### config.mk
export PLATFORM = sky130hd
export DESIGN_NAME = brr_sample_decoder_top
export DESIGN_NICKNAME = d
export VERILOG_FILES = /design/src/sv/brr_pkg.sv /design/src/sv/brr_front.sv /design/src/sv/brr_queue.sv /design/src/sv/brr_back.sv /design/src/sv/brr_sample_decoder_top.sv
export SDC_FILE = /design/constraint.sdc
export NUM_CORES = 1
export LEC_CHECK = 0
export BUFFER_PORTS_ARGS = -buffer_cell sky130_fd_sc_hd__buf_4
export CAP_MARGIN = 20
export CORE_MARGIN = 5
export CORE_UTILIZATION = 65
export DETAILED_ROUTE_END_ITERATION = 10
export GPL_TIMING_DRIVEN = 1
export HOLD_SLACK_MARGIN = 0.05
export PLACE_DENSITY = 0.87
export SLEW_MARGIN = 10
export SYNTH_ARGS = -nofsm -noshare
export SYNTH_HDL_FRONTEND = slang
export SYNTH_SLANG_ARGS = --single-unit
### constraint.sdc
create_clock -name aclk -period 26.6 [get_ports aclk]
set_input_delay 2.66 -clock aclk [delete_from_list [all_inputs] [get_ports aclk]]
set_output_delay 2.66 -clock aclk [all_outputs]
set_load 0.005 [all_outputs]
### src/sv/brr_pkg.sv
package brr_pkg;

    localparam int unsigned BYTE_W       = 8;
    localparam int unsigned POS_W        = 4;
    localparam int unsigned HIST_W       = 15;
    localparam int unsigned PCM_W        = 16;
    localparam int unsigned CALC_W       = 21;

    localparam logic [POS_W-1:0] POS_HEADER  = 4'd0;
    localparam logic [POS_W-1:0] POS_LAST    = 4'd8;
    localparam logic [3:0]       RANGE_LIMIT = 4'd13;

    localparam logic signed [CALC_W-1:0] SAT_MAX    = 21'sd32767;
    localparam logic signed [CALC_W-1:0] SAT_MIN    = -21'sd32768;
    localparam logic signed [CALC_W-1:0] NIB_FLOOR  = -21'sd2048;

    typedef enum logic [1:0] {
        FILTER_NONE = 2'd0,
        FILTER_ONE  = 2'd1,
        FILTER_TWO  = 2'd2,
        FILTER_THREE = 2'd3
    } filter_t;

    typedef struct packed {
        logic [BYTE_W-1:0] data_byte;
        logic [3:0]        hdr_range;
        filter_t           filter;
        logic              end_flag;
        logic              clear_hist;
    } brr_entry_t;

endpackage

### src/sv/brr_front.sv
module brr_front (
    input  logic                aclk,
    input  logic                aresetn,
    input  logic                s_tvalid,
    output logic                s_tready,
    input  logic [7:0]          s_tdata,
    input  logic                s_tuser,
    output logic                push_valid,
    output brr_pkg::brr_entry_t push_entry,
    input  logic                queue_full
);
    import brr_pkg::*;

    logic [POS_W-1:0]  pos_reg, pos_next;
    logic [BYTE_W-1:0] header_reg, header_next;
    logic              stopped_reg, stopped_next;
    logic              pending_reg, pending_next;

    logic [POS_W-1:0]  pos_eff;
    logic              stop_eff;
    logic              pend_eff;
    logic              accept;
    logic              is_header;

    assign s_tready = !queue_full;
    assign accept   = s_tvalid && s_tready;

    always_comb begin
        pos_eff      = s_tuser ? POS_HEADER : pos_reg;
        stop_eff     = s_tuser ? 1'b0 : stopped_reg;
        pend_eff     = s_tuser | pending_reg;
        is_header    = (pos_eff == POS_HEADER) || (pos_eff > POS_LAST);

        pos_next     = pos_reg;
        header_next  = header_reg;
        stopped_next = stopped_reg;
        pending_next = pending_reg;
        push_valid   = 1'b0;

        push_entry.data_byte  = s_tdata;
        push_entry.hdr_range  = header_reg[7:4];
        push_entry.filter     = filter_t'(header_reg[3:2]);
        push_entry.end_flag   = (pos_eff == POS_LAST) && header_reg[0];
        push_entry.clear_hist = pend_eff;

        if (accept) begin
            pos_next     = pos_eff;
            stopped_next = stop_eff;
            pending_next = pend_eff;
            if (!stop_eff) begin
                if (is_header) begin
                    header_next = s_tdata;
                    pos_next    = 4'd1;
                end else begin
                    push_valid   = 1'b1;
                    pending_next = 1'b0;
                    if (pos_eff == POS_LAST) begin
                        pos_next     = POS_HEADER;
                        stopped_next = header_reg[0];
                    end else begin
                        pos_next = pos_eff + 4'd1;
                    end
                end
            end
        end
    end

    always_ff @(posedge aclk) begin
        if (!aresetn) begin
            pos_reg     <= POS_HEADER;
            header_reg  <= '0;
            stopped_reg <= 1'b0;
            pending_reg <= 1'b0;
        end else begin
            pos_reg     <= pos_next;
            header_reg  <= header_next;
            stopped_reg <= stopped_next;
            pending_reg <= pending_next;
        end
    end

endmodule

### src/sv/brr_queue.sv
module brr_queue (
    input  logic                aclk,
    input  logic                aresetn,
    input  logic                push_valid,
    input  brr_pkg::brr_entry_t push_entry,
    output logic                queue_full,
    output logic                pop_valid,
    output brr_pkg::brr_entry_t pop_entry,
    input  logic                pop_ready
);
    import brr_pkg::*;

    brr_entry_t  mem_reg [2];
    logic        wr_ptr_reg, wr_ptr_next;
    logic        rd_ptr_reg, rd_ptr_next;
    logic [1:0]  count_reg, count_next;
    logic        do_push;
    logic        do_pop;

    assign queue_full = (count_reg == 2'd2);
    assign pop_valid  = (count_reg != 2'd0);
    assign pop_entry  = mem_reg[rd_ptr_reg];
    assign do_push    = push_valid && !queue_full;
    assign do_pop     = pop_valid && pop_ready;

    always_comb begin
        wr_ptr_next = do_push ? ~wr_ptr_reg : wr_ptr_reg;
        rd_ptr_next = do_pop ? ~rd_ptr_reg : rd_ptr_reg;
        count_next  = count_reg;
        if (do_push && !do_pop) begin
            count_next = count_reg + 2'd1;
        end else if (do_pop && !do_push) begin
            count_next = count_reg - 2'd1;
        end
    end

    always_ff @(posedge aclk) begin
        if (do_push) begin
            mem_reg[wr_ptr_reg] <= push_entry;
        end
    end

    always_ff @(posedge aclk) begin
        if (!aresetn) begin
            wr_ptr_reg <= 1'b0;
            rd_ptr_reg <= 1'b0;
            count_reg  <= 2'd0;
        end else begin
            wr_ptr_reg <= wr_ptr_next;
            rd_ptr_reg <= rd_ptr_next;
            count_reg  <= count_next;
        end
    end

endmodule

### src/sv/brr_back.sv
module brr_back (
    input  logic                aclk,
    input  logic                aresetn,
    input  logic                pop_valid,
    input  brr_pkg::brr_entry_t pop_entry,
    output logic                pop_ready,
    output logic                m_tvalid,
    input  logic                m_tready,
    output logic [15:0]         m_tdata,
    output logic                m_tlast,
    output logic                m_tuser
);
    import brr_pkg::*;

    logic                      phase_reg, phase_next;
    logic signed [HIST_W-1:0]  hist1_reg, hist1_next;
    logic signed [HIST_W-1:0]  hist2_reg, hist2_next;
    logic                      valid_reg, valid_next;
    logic [PCM_W-1:0]          data_reg, data_next;
    logic                      last_reg, last_next;
    logic                      end_reg, end_next;

    logic                      out_free;
    logic                      fire;
    logic [3:0]                nib;
    logic signed [CALC_W-1:0]  nib_ext;
    logic signed [CALC_W-1:0]  scaled;
    logic signed [CALC_W-1:0]  h1x;
    logic signed [CALC_W-1:0]  h2x;
    logic signed [CALC_W-1:0]  pred;
    logic signed [CALC_W-1:0]  sum;
    logic signed [CALC_W-1:0]  clamped;
    logic signed [HIST_W-1:0]  h1_eff;
    logic signed [HIST_W-1:0]  h2_eff;
    logic [HIST_W-1:0]         wrapped;

    assign out_free  = !valid_reg || m_tready;
    assign fire      = pop_valid && out_free;
    assign pop_ready = out_free && phase_reg;

    always_comb begin
        nib     = phase_reg ? pop_entry.data_byte[3:0] : pop_entry.data_byte[7:4];
        nib_ext = {{(CALC_W-4){nib[3]}}, nib};
        if (pop_entry.hdr_range < RANGE_LIMIT) begin
            scaled = (nib_ext <<< pop_entry.hdr_range) >>> 1;
        end else begin
            scaled = nib[3] ? NIB_FLOOR : '0;
        end

        h1_eff = (pop_entry.clear_hist && !phase_reg) ? '0 : hist1_reg;
        h2_eff = (pop_entry.clear_hist && !phase_reg) ? '0 : hist2_reg;
        h1x    = {{(CALC_W-HIST_W){h1_eff[HIST_W-1]}}, h1_eff};
        h2x    = {{(CALC_W-HIST_W){h2_eff[HIST_W-1]}}, h2_eff};

        unique case (pop_entry.filter)
            FILTER_ONE: begin
                pred = h1x + ((-h1x) >>> 4);
            end
            FILTER_TWO: begin
                pred = (h1x <<< 1) + ((-((h1x <<< 1) + h1x)) >>> 5)
                     - h2x + (h2x >>> 4);
            end
            FILTER_THREE: begin
                pred = (h1x <<< 1) + ((-((h1x <<< 3) + (h1x <<< 2) + h1x)) >>> 6)
                     - h2x + (((h2x <<< 1) + h2x) >>> 4);
            end
            default: begin
                pred = '0;
            end
        endcase

        sum = scaled + pred;
        if (sum > SAT_MAX) begin
            clamped = SAT_MAX;
        end else if (sum < SAT_MIN) begin
            clamped = SAT_MIN;
        end else begin
            clamped = sum;
        end
        wrapped = clamped[HIST_W-1:0];

        phase_next = phase_reg;
        hist1_next = hist1_reg;
        hist2_next = hist2_reg;
        valid_next = valid_reg && !m_tready;
        data_next  = data_reg;
        last_next  = last_reg;
        end_next   = end_reg;

        if (fire) begin
            phase_next = !phase_reg;
            hist2_next = h1_eff;
            hist1_next = $signed(wrapped);
            valid_next = 1'b1;
            data_next  = {wrapped, 1'b0};
            last_next  = phase_reg;
            end_next   = phase_reg && pop_entry.end_flag;
        end
    end

    always_ff @(posedge aclk) begin
        data_reg <= data_next;
        last_reg <= last_next;
        end_reg  <= end_next;
    end

    always_ff @(posedge aclk) begin
        if (!aresetn) begin
            phase_reg <= 1'b0;
            hist1_reg <= '0;
            hist2_reg <= '0;
            valid_reg <= 1'b0;
        end else begin
            phase_reg <= phase_next;
            hist1_reg <= hist1_next;
            hist2_reg <= hist2_next;
            valid_reg <= valid_next;
        end
    end

    assign m_tvalid = valid_reg;
    assign m_tdata  = data_reg;
    assign m_tlast  = last_reg;
    assign m_tuser  = end_reg;

endmodule

### src/sv/brr_sample_decoder_top.sv
// Flow: a payload byte is written into the two-entry queue, then the back end registers its
// two samples on m_tdata in turn; header bytes and ignored bytes give no transaction.
// Throughput: the single sample datapath in the back end produces one sample per cycle while
// m_tready allows; the front end takes new bytes into the queue while it has room.
// Reset: aresetn is synchronous, active low; it clears position, header, history,
// the stop flag and the queue at once, with no clearing pass.
module brr_sample_decoder_top (
    input  logic        aclk,
    input  logic        aresetn,
    input  logic        s_tvalid,
    output logic        s_tready,
    input  logic [7:0]  s_tdata,   // [7:0] data_byte
    input  logic        s_tuser,   // [0] new_sample
    output logic        m_tvalid,
    input  logic        m_tready,
    output logic [15:0] m_tdata,   // [15:0] pcm_sample
    output logic        m_tlast,
    output logic        m_tuser    // [0] end_of_sample
);
    import brr_pkg::*;

    logic       push_valid;
    brr_entry_t push_entry;
    logic       queue_full;
    logic       pop_valid;
    brr_entry_t pop_entry;
    logic       pop_ready;

    brr_front u_front (
        .aclk       (aclk),
        .aresetn    (aresetn),
        .s_tvalid   (s_tvalid),
        .s_tready   (s_tready),
        .s_tdata    (s_tdata),
        .s_tuser    (s_tuser),
        .push_valid (push_valid),
        .push_entry (push_entry),
        .queue_full (queue_full)
    );

    brr_queue u_queue (
        .aclk       (aclk),
        .aresetn    (aresetn),
        .push_valid (push_valid),
        .push_entry (push_entry),
        .queue_full (queue_full),
        .pop_valid  (pop_valid),
        .pop_entry  (pop_entry),
        .pop_ready  (pop_ready)
    );

    brr_back u_back (
        .aclk      (aclk),
        .aresetn   (aresetn),
        .pop_valid (pop_valid),
        .pop_entry (pop_entry),
        .pop_ready (pop_ready),
        .m_tvalid  (m_tvalid),
        .m_tready  (m_tready),
        .m_tdata   (m_tdata),
        .m_tlast   (m_tlast),
        .m_tuser   (m_tuser)
    );

endmodule
# Yosys cells after proc, flatten, opt, wreduce, memory -nomap -nowiden
# Memory sizes are Yosys's and may differ from the RTL's. A register that Yosys moved wholly into a read port is not among the register bits.
# Index checks and enable logic that the tools add are counted.
[totals]
output_inout_bits = 20
input_bits = 13
latch_bits = 0
wordCells = 98
ram_bits = 32
memories = 1
ff_bits = 67
mem_bits_ro = 0
[mem_list]
columns = ["memory", "words", "width", "read_ports", "rd_clocked_by_memory_dff", "wr", "line_no", "source"]
rows = [
  ["u_queue.mem_reg", 2, 16, 1, 1, 1, "brr_queue.sv:13", "brr_entry_t mem_reg [2];"],
]
[classes]
add_sub_neg = 18
magnitude_cmp = 4
n_bitwise = 4
mul = 0
reduce_logical = 23
mux = 28
n_shift = 1
div_mod_pow = 0
eq_ne = 5
[ops]
columns = ["cell", "n"]
rows = [
  ["$pmux 21 s3", 1],
  ["$mux 15", 4],
  ["$add 16x15->17", 3],
  ["$mux 21", 2],
  ["$sub 17x15->18", 2],
  ["$add 21x11->21", 1],
  ["$add 21x21->21", 1],
  ["$gt 21x16->1 const B", 1],
  ["$lt 21x16->1 const B", 1],
  ["$neg 15->21", 1],
  ["$neg 17->21", 1],
  ["$neg 21->21", 1],
  ["$sshl 4x4->21", 1],
  ["$add 19x15->20", 1],
  ["$mux 4", 5],
  ["$add 18x13->19", 1],
  ["$add 18x17->19", 1],
  ["$add 15x17->18", 1],
  ["$add 16x16->17", 1],
  ["$mux 1", 14],
  ["$logic_and 1x1->1", 11],
  ["$eq 2x2->1 const B", 3],
  ["$logic_not 1->1", 6],
  ["$add 4x1->4 const B", 1],
  ["other kinds (13)", 18],
]

# Depth between registers and ports, before layout
[depth]
ltp_word = 14
mapped_depth = 45
ltp_nobuf = 40

# Modules after synthesis
# Synthesis repeated with hierarchy kept, for this count alone.
[hier_totals]
cells_unflattened = 1463
hier_area_um2 = 12364.4
[modules_own_cells]
columns = ["module", "cells_each", "n_inst", "area_per_inst_um2"]
rows = [
  ["brr_back", 1292, 1, 10163.5],
  ["brr_queue", 75, 1, 1390.1],
  ["brr_front", 96, 1, 810.8],
]

# Worst setup path before layout
# Ideal clock, no wire load.
[synth_timing]
path_kind = "register to register"
from = "register (tool-made name)"
to = "register u_back.data_reg[1], in the netlist u_back.m_tdata[1] (data pin)"
arrival_time_ps = 9278
stages_incl_launch_ff = 40
n_path_buf = 4
setup_slack_ps = 17068
cell_sequence = "dfxtp_1 mux2i_1 or2_2 buf_2 clkbuf_1 clkbuf_1 nand2_1 ha_1 ha_1 fa_1 a21o_1 a21boi_0 o311ai_0 nor4_1 nor2_1 xor2_1 nor4b_1 nand2_1 (+4 left out) ha_1 a21o_1 a21oi_1 o21ai_0 a21oi_1 xnor2_1 nor2_1 o32ai_1 ha_1 a211oi_1 o211ai_1 a221oi_1 o21ai_0 xnor2_1 o21ai_2 and3_4 buf_4 o21a_1"
[synth_lines]
columns = ["item", "line_no", "source"]
rows = [
  ["end signal: assignment", "brr_back.sv:102", "data_reg <= data_next;"],
  ["end: declaration", "brr_back.sv:19", "logic [PCM_W-1:0] data_reg, data_next;"],
]

==> metrics.txt <==
post-synthesis cell count=between 1000 and 1500; syn_nets=around 1700; Tightest Pin Transition=1160 ps; Rel. slew slack=22.9%; simple-gate share of the synthesized area=16.3%; critical path's largest stage delay=860 ps; total die area=about 22000 sq um; # H-tree levels=3; Top Ports=33; via count=roughly 11000; Clock Skew=between 10 and 15 ps; commonest non-fill, non-tap cell in the layout=ha_1; largest cells by area after synthesis=ha_1 15%, edfxtp_1 12%, fa_1 8.2%; Hold Fails Final Rpt=0; crit path capture type=register; most frequent cells in the layout=150 x ha_1, 128 x nand2_1, 108 x inv_1; # DRC=0; WL final=34.1 mm; post-route antenna net violation count=0; vias per cell=about 6.5; crit path time final=between 10000 and 15000 ps; placed inst area=roughly 13000 sq um; Slew Limit Fails=0; first-pass iteration count of the detailed router=5; total track usage=just over 30%; Setup Total Neg Slack=0 ps; Hold Path End=u_queue.mem_reg[1][6]; crit-path max FO=47; status=completed; Largest register FFs=32; unrepaired setup endpoints after global routing=false; flops & latches, synth=99; hold path depth=0; R2R depth=34; FF-to-FF End=u_back.hist1_reg[3]; mux share of post-synthesis cell area=3.68%; worst-skew pair later-pin latency=350 ps; worst min path class=register to register; final setup fails=0; clk sinks=99; Core Area=between 15000 and 20000 sq um; fmax=~0.084 GHz; Hold Buf Count CTS=0; Final Cell Area=roughly 13000 sq um; Synthesis Warnings=0; DIE WIDTH=150 um; GPL Wtd Cong=a little under 1; Placed Cells incl. Taps=1750; CP dominant cell by count=ha_1; max-cap viol count=0; clock root buffer=clkbuf_16; CP required=26810 ps; P&R area growth vs syn=5.76%; Yosys cell types=87; # port buffers=31; syn_area_per_cell=8.50 sq um; row count=~50; CTS clk-pin slew, worst paths=80 ps; post_cts resized=0; final cell count without fillers=approximately 1800; top cell type's share of synthesized area=about 15%; number of diodes=0; flop2flop setup slack=approximately 15000 ps; post-CTS setup buffer count=0; Seq/Total Area, Yosys=approximately a fifth; initial antenna violation count=0; Synth Area in XOR/XNOR=under 10%; WS Path Type=register to register; main combinational cell family by area after synthesis=compound AO/OA/AOI/OAI gates; Critical Path Source Type=register; EDFF count, synth=49; DP HPWL=between 20 and 30 mm; maximum buffer depth of the clock tree=2; total grt overflow=0; layout cells sized above 1=between 8 and 9%; WP data arrival=around 12000 ps; die span in y=between 100 and 150 um; initial core utilization=65.7%; pin count of the biggest net entering global routing=52; fin crit share=~45%; Yosys top cell by area=ha_1; DR WL/cell=approximately 19 um; mapped cell area=between 10000 and 15000 sq um; Iter 0 DRT Violations=921; vias in the first global route=approximately 11000; nets=1713; ys flop type=dfxtp_1; first-pass GRT wire length=around 55 mm; hold slack final=around 460 ps; Worst path slowest cell=a31oi_2; TritonCTS clock tree=done; FFs w/ async S/R, synth=0%; hold wc startpoint=u_front.header_reg[6]; adder-cell share of the synthesized area=between 20 and 25%; CTS buffer count=9; Compound-Gate Fraction of Synth Area=around a quarter
[layout make-up]
class | instances | area [sq um]
well taps | 265 | 332
clock buffers | 10 | 250
clock inverters | 6 | 63.8
repair buffers | 41 | 313
flip-flops and latches | 99 | 2470
inverters | 109 | 409
fillers | 1527 | 5900
multi-input cells | 1238 | 9600
[critical path, delay by kind of cell (launching register included)]
kind / cells / cell delay, ps
muxes: 1 / 580
AOI/OAI and AO/OA: 13 / 4050
adders and majority gates: 6 / 2370
and+or+nand+nor: 8 / 3130
xor gates and xnor gates: 3 / 510
buffers and inverters: 3 / 640
DFF: 1 / 490
[how the worst max path moves through the flow]
stage                   from  cells after the start                   end  slack (ps)
floorplan           register                     39     u_back.m_tdata[1]       17070
global placement    register                     34  u_back.hist1_reg[14]       14840
detailed placement  register                     36   u_back.hist1_reg[2]       14420
CTS                 register                     36   u_back.hist1_reg[3]       14370
global route        register                     36  u_back.hist1_reg[14]       13820
finish              register                     34   u_back.hist1_reg[3]       14650
[stage by stage]
step                      util (%)  setup slack (ps)
after global routing          69.5             13820
after floorplan                  -             17070
after CTS                     69.4             14370
after detailed placement      67.8             14420
after global placement        67.8             14840
final                         69.5             14650
[kinds of logic (layout without fill, tap and decap cells)]
logic type      count (synthesis)  after routing
xor+xnor                      133            133
simple gates                  425            425
flops                          99             99
mux                            37             37
compound gates                440            440
other cells                     1              1
fa+ha+maj                     202            202
buf+inv                       157            166
[per-layer routing]
| layer | track usage (%) | part of all wire [%] | vias to the layer above |
|---|---|---|---|
| li1 | - | - | 5384 |
| met2 | 53.8 | 49 | 517 |
| met4 | 11.5 | 4.1 | 0 |
| met5 | 0 | 0 | - |
| met3 | 3.82 | 6.9 | 120 |
| met1 | 38.9 | 41 | 5436 |
[cells in the mapped netlist (all sizes together) (31+ instances only)]
library cell,count
a21o,36
a21oi,112
dfxtp,50
edfxtp,49
fa,52
ha,150
inv,108
nand2,128
nand3,31
nor2,99
o21ai,107
xnor2,91
xor2,42
Power is left out: the tool's default activity adds up to more than one toggle a clock period on the data nets, which glitch-free logic cannot reach.
